<file path="config.mk">
export PLATFORM = sky130hd
export DESIGN_NAME = frt_ctrl
export DESIGN_NICKNAME = d
export VERILOG_FILES = /design/src/design/frt_pkg.sv /design/src/design/frt_ctrl.sv
export VERILOG_INCLUDE_DIRS = /design/src /design/src/design
export SDC_FILE = /design/constraint.sdc
export NUM_CORES = 1
export LEC_CHECK = 0
export ABC_AREA = 0
export BUFFER_PORTS_ARGS = -buffer_cell sky130_fd_sc_hd__buf_2
export CORE_MARGIN = 2
export CORE_UTILIZATION = 41
export CTS_CLUSTER_SIZE = 25
export DETAILED_ROUTE_END_ITERATION = 8
export GPL_TIMING_DRIVEN = 0
export PLACE_DENSITY = 0.84
export REMOVE_ABC_BUFFERS = 1
export SLEW_MARGIN = 20
export SYNTH_ARGS = -nofsm -noshare
export SYNTH_HDL_FRONTEND = slang
export SYNTH_SLANG_ARGS = --single-unit
export TNS_END_PERCENT = 20
</file>
<file path="constraint.sdc">
create_clock -name aclk -period 1.2 [get_ports aclk]
set_input_delay 0.12 -clock aclk [delete_from_list [all_inputs] [get_ports aclk]]
set_output_delay 0.12 -clock aclk [all_outputs]
set_load 0.01 [all_outputs]
</file>
<file path="src/design/assert_macros.svh">
// Assertion macros shared by the fragment reassembly tracker RTL.
`ifndef ASSERT_MACROS_SVH
`define ASSERT_MACROS_SVH

// Same-cycle implication.
`define FRT_ASSERT_IMP(lbl, clk, rstn, ante, cons, msg) \
    lbl: assert property (@(posedge clk) disable iff (!rstn) (ante) |-> (cons)) \
        else $error(msg);

// Next-cycle implication.
`define FRT_ASSERT_NXT(lbl, clk, rstn, ante, cons, msg) \
    lbl: assert property (@(posedge clk) disable iff (!rstn) (ante) |=> (cons)) \
        else $error(msg);

`endif

</file>
<file path="src/design/frt_pkg.sv">
// Types and constants of the fragment reassembly tracker.
`default_nettype none
package frt_pkg;

    localparam logic [2:0] ST_QUEUED  = 3'd0;
    localparam logic [2:0] ST_DUP     = 3'd1;
    localparam logic [2:0] ST_PIECE   = 3'd2;
    localparam logic [2:0] ST_TIMEOUT = 3'd3;
    localparam logic [2:0] ST_NO_CTX  = 3'd4;
    localparam logic [2:0] ST_NO_SLOT = 3'd5;

    localparam logic [15:0] MORE_FLAG   = 16'h0001;
    localparam logic [15:0] OFFSET_MASK = 16'hFFF8;

    typedef enum logic [1:0] {
        EM_NONE,
        EM_ITEM,
        EM_PIECE,
        EM_TIMEOUT
    } emit_t;

    typedef struct packed {
        logic [15:0] handle;
        logic [15:0] prefix;
        logic [15:0] length;
        logic [15:0] offset;
    } slot_t;

    typedef struct packed {
        logic       latch_in;
        logic       sel_ctx;
        logic       st_load;
        logic [2:0] st_code;
        logic       idx_clr;
        logic       idx_inc;
        logic       idx_dec;
        logic       shift_start;
        logic       rd_en;
        logic       rd_prev;
        logic       wr_shift;
        logic       wr_new;
        logic       acc_clr;
        logic       acc_add;
        logic       tick_start;
        logic       scan_inc;
        logic       free_ctx;
        emit_t      emit;
    } frt_cmd_t;

    typedef struct packed {
        logic is_tick;
        logic hit;
        logic free_avail;
        logic full;
        logic idx_eq_n;
        logic idx_eq_pos;
        logic off_eq;
        logic off_le;
        logic final_seen;
        logic chk_ok;
        logic cnt_zero;
        logic idx_last;
        logic exp_cur;
        logic k_full;
        logic cur_last;
        logic out_free;
    } frt_sts_t;

endpackage
`default_nettype wire

</file>
<file path="src/design/frt_ctrl.sv">
// Sequencer of the fragment reassembly tracker.
`default_nettype none
`include "assert_macros.svh"
module frt_ctrl (
    input  wire logic         aclk,
    input  wire logic         aresetn,
    input  wire logic         s_tvalid,
    output logic              s_tready,
    input  frt_pkg::frt_sts_t sts,
    output frt_pkg::frt_cmd_t cmd
);
    import frt_pkg::*;

    typedef enum logic [3:0] {
        S_IDLE, S_DISP, S_INS0, S_SRD, S_SCMP, S_SHIFT, S_SHWR, S_CHK0,
        S_CRD, S_CCMP, S_EMIT1, S_PRD, S_PEM, S_TSCAN, S_TEM
    } state_t;

    state_t state_reg, state_next;

    always_ff @(posedge aclk) begin
        if (!aresetn) begin
            state_reg <= S_IDLE;
        end else begin
            state_reg <= state_next;
        end
    end

    assign s_tready = state_reg == S_IDLE;

    always_comb begin
        cmd        = '0;
        cmd.emit   = EM_NONE;
        state_next = state_reg;
        unique case (state_reg)
            S_IDLE: begin
                if (s_tvalid) begin
                    cmd.latch_in = 1'b1;
                    state_next   = S_DISP;
                end
            end
            S_DISP: begin
                if (sts.is_tick) begin
                    cmd.tick_start = 1'b1;
                    state_next     = S_TSCAN;
                end else if (!sts.hit && !sts.free_avail) begin
                    cmd.st_load = 1'b1;
                    cmd.st_code = ST_NO_CTX;
                    state_next  = S_EMIT1;
                end else begin
                    cmd.sel_ctx = 1'b1;
                    state_next  = S_INS0;
                end
            end
            S_INS0: begin
                if (sts.full) begin
                    cmd.st_load = 1'b1;
                    cmd.st_code = ST_NO_SLOT;
                    state_next  = S_CHK0;
                end else begin
                    cmd.idx_clr = 1'b1;
                    state_next  = S_SRD;
                end
            end
            S_SRD: begin
                if (sts.idx_eq_n) begin
                    cmd.shift_start = 1'b1;
                    state_next      = S_SHIFT;
                end else begin
                    cmd.rd_en  = 1'b1;
                    state_next = S_SCMP;
                end
            end
            S_SCMP: begin
                if (sts.off_eq) begin
                    cmd.st_load = 1'b1;
                    cmd.st_code = ST_DUP;
                    state_next  = S_CHK0;
                end else if (sts.off_le) begin
                    cmd.shift_start = 1'b1;
                    state_next      = S_SHIFT;
                end else begin
                    cmd.idx_inc = 1'b1;
                    state_next  = S_SRD;
                end
            end
            S_SHIFT: begin
                if (sts.idx_eq_pos) begin
                    cmd.wr_new  = 1'b1;
                    cmd.st_load = 1'b1;
                    cmd.st_code = ST_QUEUED;
                    state_next  = S_CHK0;
                end else begin
                    cmd.rd_en   = 1'b1;
                    cmd.rd_prev = 1'b1;
                    state_next  = S_SHWR;
                end
            end
            S_SHWR: begin
                cmd.wr_shift = 1'b1;
                cmd.idx_dec  = 1'b1;
                state_next   = S_SHIFT;
            end
            S_CHK0: begin
                if (!sts.final_seen) begin
                    state_next = S_EMIT1;
                end else begin
                    cmd.idx_clr = 1'b1;
                    cmd.acc_clr = 1'b1;
                    state_next  = S_CRD;
                end
            end
            S_CRD: begin
                if (sts.idx_eq_n) begin
                    if (sts.cnt_zero) begin
                        state_next = S_EMIT1;
                    end else begin
                        cmd.idx_clr = 1'b1;
                        state_next  = S_PRD;
                    end
                end else begin
                    cmd.rd_en  = 1'b1;
                    state_next = S_CCMP;
                end
            end
            S_CCMP: begin
                if (sts.chk_ok) begin
                    cmd.acc_add = 1'b1;
                    cmd.idx_inc = 1'b1;
                    state_next  = S_CRD;
                end else begin
                    state_next = S_EMIT1;
                end
            end
            S_EMIT1: begin
                if (sts.out_free) begin
                    cmd.emit   = EM_ITEM;
                    state_next = S_IDLE;
                end
            end
            S_PRD: begin
                cmd.rd_en  = 1'b1;
                state_next = S_PEM;
            end
            S_PEM: begin
                if (sts.out_free) begin
                    cmd.emit = EM_PIECE;
                    if (sts.idx_last) begin
                        cmd.free_ctx = 1'b1;
                        state_next   = S_IDLE;
                    end else begin
                        cmd.idx_inc = 1'b1;
                        state_next  = S_PRD;
                    end
                end
            end
            S_TSCAN: begin
                if (sts.exp_cur && !sts.k_full) begin
                    cmd.rd_en  = !sts.cnt_zero;
                    state_next = S_TEM;
                end else if (sts.cur_last) begin
                    state_next = S_IDLE;
                end else begin
                    cmd.scan_inc = 1'b1;
                end
            end
            S_TEM: begin
                if (sts.out_free) begin
                    cmd.emit     = EM_TIMEOUT;
                    cmd.free_ctx = 1'b1;
                    if (sts.cur_last) begin
                        state_next = S_IDLE;
                    end else begin
                        cmd.scan_inc = 1'b1;
                        state_next   = S_TSCAN;
                    end
                end
            end
            default: begin
                state_next = S_IDLE;
            end
        endcase
    end

    `FRT_ASSERT_IMP(a_emit_free, aclk, aresetn, cmd.emit != EM_NONE, sts.out_free, "result loaded while output busy")
endmodule
`default_nettype wire
</file>
After elaboration in Yosys (flattened, before gate mapping)
Cells that the tools add are included.

Input bits: 19. Output and inout port bits: 22. Bits in registers: 4. Word-level logic and storage cells: 95.

Multiplexer cells: 66. Equal/unequal tests: 19. Reductions and logical operators: 9.

Operators by type and width (number): $mux 4 (17); $pmux 4 s15 (1); $mux 1 (33); $eq 4x4->1 const B (7); $eq 4x3->1 const B (4); $pmux 4 s4 (1); $mux 3 (3); $eq 4x2->1 const B (2); $ne 2x2->1 const B (4); $mux 2 (3); $pmux 1 s2 (3); $pmux 1 s3 (2); $pmux 2 s3 (1); $mux 5 (1); $reduce_and 5->1 (1); $eq 4x1->1 const B (1); $logic_not 1->1 (4); $logic_not 4->1 (1); $pmux 1 s4 (1); $ne 3x3->1 const B (1); $logic_and 1x1->1 (2); $reduce_or 2->1 (1).

Logic depth before layout (Yosys ltp)
Word-level depth: 5. Mapped depth: 7. Depth with buffers taken out: 5.

Worst setup path after synthesis
OpenSTA, ideal clock, no wires.

Kind: register to output. Start point: register state_reg[3]. End point: output port cmd[3] in the netlist's numbering. Slack: -245 ps. Required time: 1080 ps. Stages on the path, launching flop included: 5. Data arrival time: 1325 ps. Path buffers: 0. Cell sequence: dfxtp_1 -> nor2b_1 -> and3_1 -> a22oi_1 -> nor4_1.

RTL lines: start, declared (RTL line frt_ctrl.sv:19) `state_t state_reg, state_next;`; start signal, assigned (RTL line frt_ctrl.sv:25) `state_reg <= state_next;`; end, declared (RTL line frt_ctrl.sv:10) `output frt_pkg::frt_cmd_t cmd`.

==> results.toml <==
[worst_hold_path]
hp-class = "primary input to flip-flop"

[worst_setup_path]
arrival_ns = 1.43
worst-path-max-fanout = 10
path_class = "flip-flop to output pin"
end_kind = "output pin"
startpoint_type = "flip-flop"
r2r_slack_ns = -0.34
cp.required_ns = 1.08

[synthesis]
synth_area_leaders = "dfxtp_1, nor2b_1, nor3_1"
seq_area_frac_synth_pct = 9.64
yosysWarnings = 0
ys_ff_latch = 4
synth.cell_area_um2 = 831
syn_inst = 128
yosys.area.top_type = "dfxtp_1"
async_reset_ff_share_pct = 0
synthDominantCellAreaShare_pct = 9.64
ys_types = 43
synth-edff-count = 0
synth_ff_type = "dfxtp_1"
syn_avg_cell_area_um2 = 6.49

[pwr]
peakVddDrop_mv = 1.02
p_per_area_mw_per_mm2 = 2060
p_leak_nw = 0.570

[global_routing]
grt_pass1_vias = 1161
overflow = 0
grt_pass1_wl_um = 5240
grt_antenna_before_repair = 0
grt_max_degree = 16
grt_usage_pct = 27.4

[clock_network]
clockRootBuffer = "clkbuf_4"
numCtsBuffers = 3
clkSinkCount = 4
clkSlewWorstSetupHoldPaths_ns = 0.04
clock_latency_ns = 0.23
postCtsHoldBufs = 0
h-tree-depth = 1
cts_buffer_depth = 2
cts_tree = "yes"

[drt]
drc = 0
dr.pass1.iters = 4
first_iter_violations = 65
routed_wl_um = 3400
vias_per_cell = 6.16
ant_nets = 0
vias = 1262
wl_per_cell_um = 16.6

[floorplanning]
design.portCount = 41
core_mm2 = 0.00194
rows = 16
die_area_mm2 = 0.00240
die_x_um = 49.0
fp.dieH_um = 49.0
start_util_pct = 42.8

[status]
status = "complete, but fails checks"
failed_checks = "negative setup slack"

[finish]
nFillCells = 180
largest_reg_flops = 4
drive_gt1_share_pct = 47.8
diodes = 0
final_nets = 199
final_area_mm2 = 0.00124
area_growth_pct = 49.8

[timing]
layout_setup_ws_ns = -0.354
rsz0062_at_grt = "true"
setup_violations = 25
hold_viol = 0
fmax_mhz = 644
skew_ns = 0.00201
fin_crit_sh_pct = 129
slew_viol_final = 0
finalCriticalPeriod_ns = 1.55
hold_ws_ns = 0.160

[place]
port_buffers = 39
dpl_cell_area_um2 = 971
routabilityCongestion = 0.876
dp_hpwl_um = 1910

[run]
cap_violations = 0
==> stage by stage <==
step / setup TNS, ns / setup WS [ns] / power (W) / std cells / utilization (%)
finish: -5.83 / -0.354 / 0.00257 / 205 / 64.1
global route: -7.39 / -0.432 / 0.00273 / 205 / 64.1
CTS: -5.16 / -0.354 / 0.00233 / 200 / 61.1
detailed placement: -13.63 / -0.815 / 0.00165 / 183 / 50.0
global placement: -13.75 / -0.823 / 0.00164 / 183 / 50.0
floorplan: -6.36 / -0.603 / 0.00124 / 117 / -
==> cell type report <==
| cell class | count | area (µm²) | area share [%] |
|---|---|---|---|
| multi-input combinational | 108 | 708 | 56.9 |
| timing repair buffer | 58 | 363 | 29.1 |
| clock buffer | 3 | 22.5 | 1.81 |
| inverter | 5 | 22.5 | 1.81 |
| sequential | 4 | 95.1 | 7.64 |
| tap | 27 | 33.8 | 2.71 |
==> path summary, 6_finish.rpt <==
path                 from            to  depth (start not counted)
max          state_reg[2]       cmd[18]                          6
min               aresetn  state_reg[0]                          3
max reg2reg  state_reg[2]  state_reg[1]                          6
min reg2reg  state_reg[0]  state_reg[0]                          4
==> per-layer routing <==
metal	share of wire, %	track usage [%]	wire length (µm)	vias up
met4	2.9	11.0	97	0
met5	0	0	0	-
met2	45	42.0	1540	125
met3	13	8.28	448	15
met1	39	35.7	1310	542
li1	-	-	-	580
==> critical path, cell delays in order, from the launching register on <==
cell and delay [ns]:
dfxtp_4 0.41, nor2_2 0.07, and4_1 0.21, a31oi_1 0.13
nor2_1 0.07, a31o_1 0.18, buf_2 0.13
==> placed cells by master (no fill, tap or decap), types with 2 or more instances in the layout <==
master / instances
buf_2: 40
buf_4: 14
nor2_1: 10
nand2_1: 9
a21oi_1: 8
nand3_1: 7
nor3_1: 7
o21ai_1: 6
a31oi_1: 5
a22oi_1: 4
nor4_2: 4
dfxtp_4: 4
nor2b_2: 3
and3_1: 3
nor2b_1: 3
o21ai_0: 3
clkbuf_4: 3
nor2b_4: 2
nand2b_1: 2
inv_1: 2
inv_2: 2
nor2_2: 2
a31o_1: 2
nor4_1: 2
a221oi_1: 2
buf_6: 2
==> what timing repair did <==
item / 4_1_cts / 5_1_grt
pin swaps: 2 / 4
setup buffers: 14 / 5
gates resized for setup: 29 / 5
setup endpoints to repair: 25 / 25
==> cell usage after synthesis, types with 2 or more instances <==
master and count:
nor2b_1 8, o21ai_1 5, and3_1 4, nand2_1 10
a31oi_1 5, inv_1 3, a21oi_1 8, nand2b_1 2
dfxtp_1 4, nor3_1 9, buf_2 2, buf_6 4
nor2_1 12, a22oi_1 4, nor4_1 3, nand3_1 7
nor4_2 3, a221oi_1 2, inv_2 2, a31o_1 2
buf_4 4, o21ai_0 4
==> kinds of logic after synthesis <==
| kind of cell | Yosys count | share of synthesized area (%) |
|---|---|---|
| xor gates and xnor gates | 1 | 1.05 |
| DFF | 4 | 9.64 |
| muxes | 1 | 1.36 |
| other | 1 | 0.451 |
| AOI/OAI and AO/OA | 39 | 30.4 |
| and+or+nand+nor | 66 | 44.1 |
| buffers and inverters | 16 | 13.0 |
==> where the power goes <==
part / total (W) / internal [W] / leakage (nW) / switching [W]
Combinational: 0.00201 / 0.000913 / 0.520 / 0.00110
Sequential: 0.000391 / 0.000218 / 0.0356 / 0.000172
Clock: 0.000164 / 0.000112 / 0.0138 / 0.0000518
(Power assumes the default switching activity.)
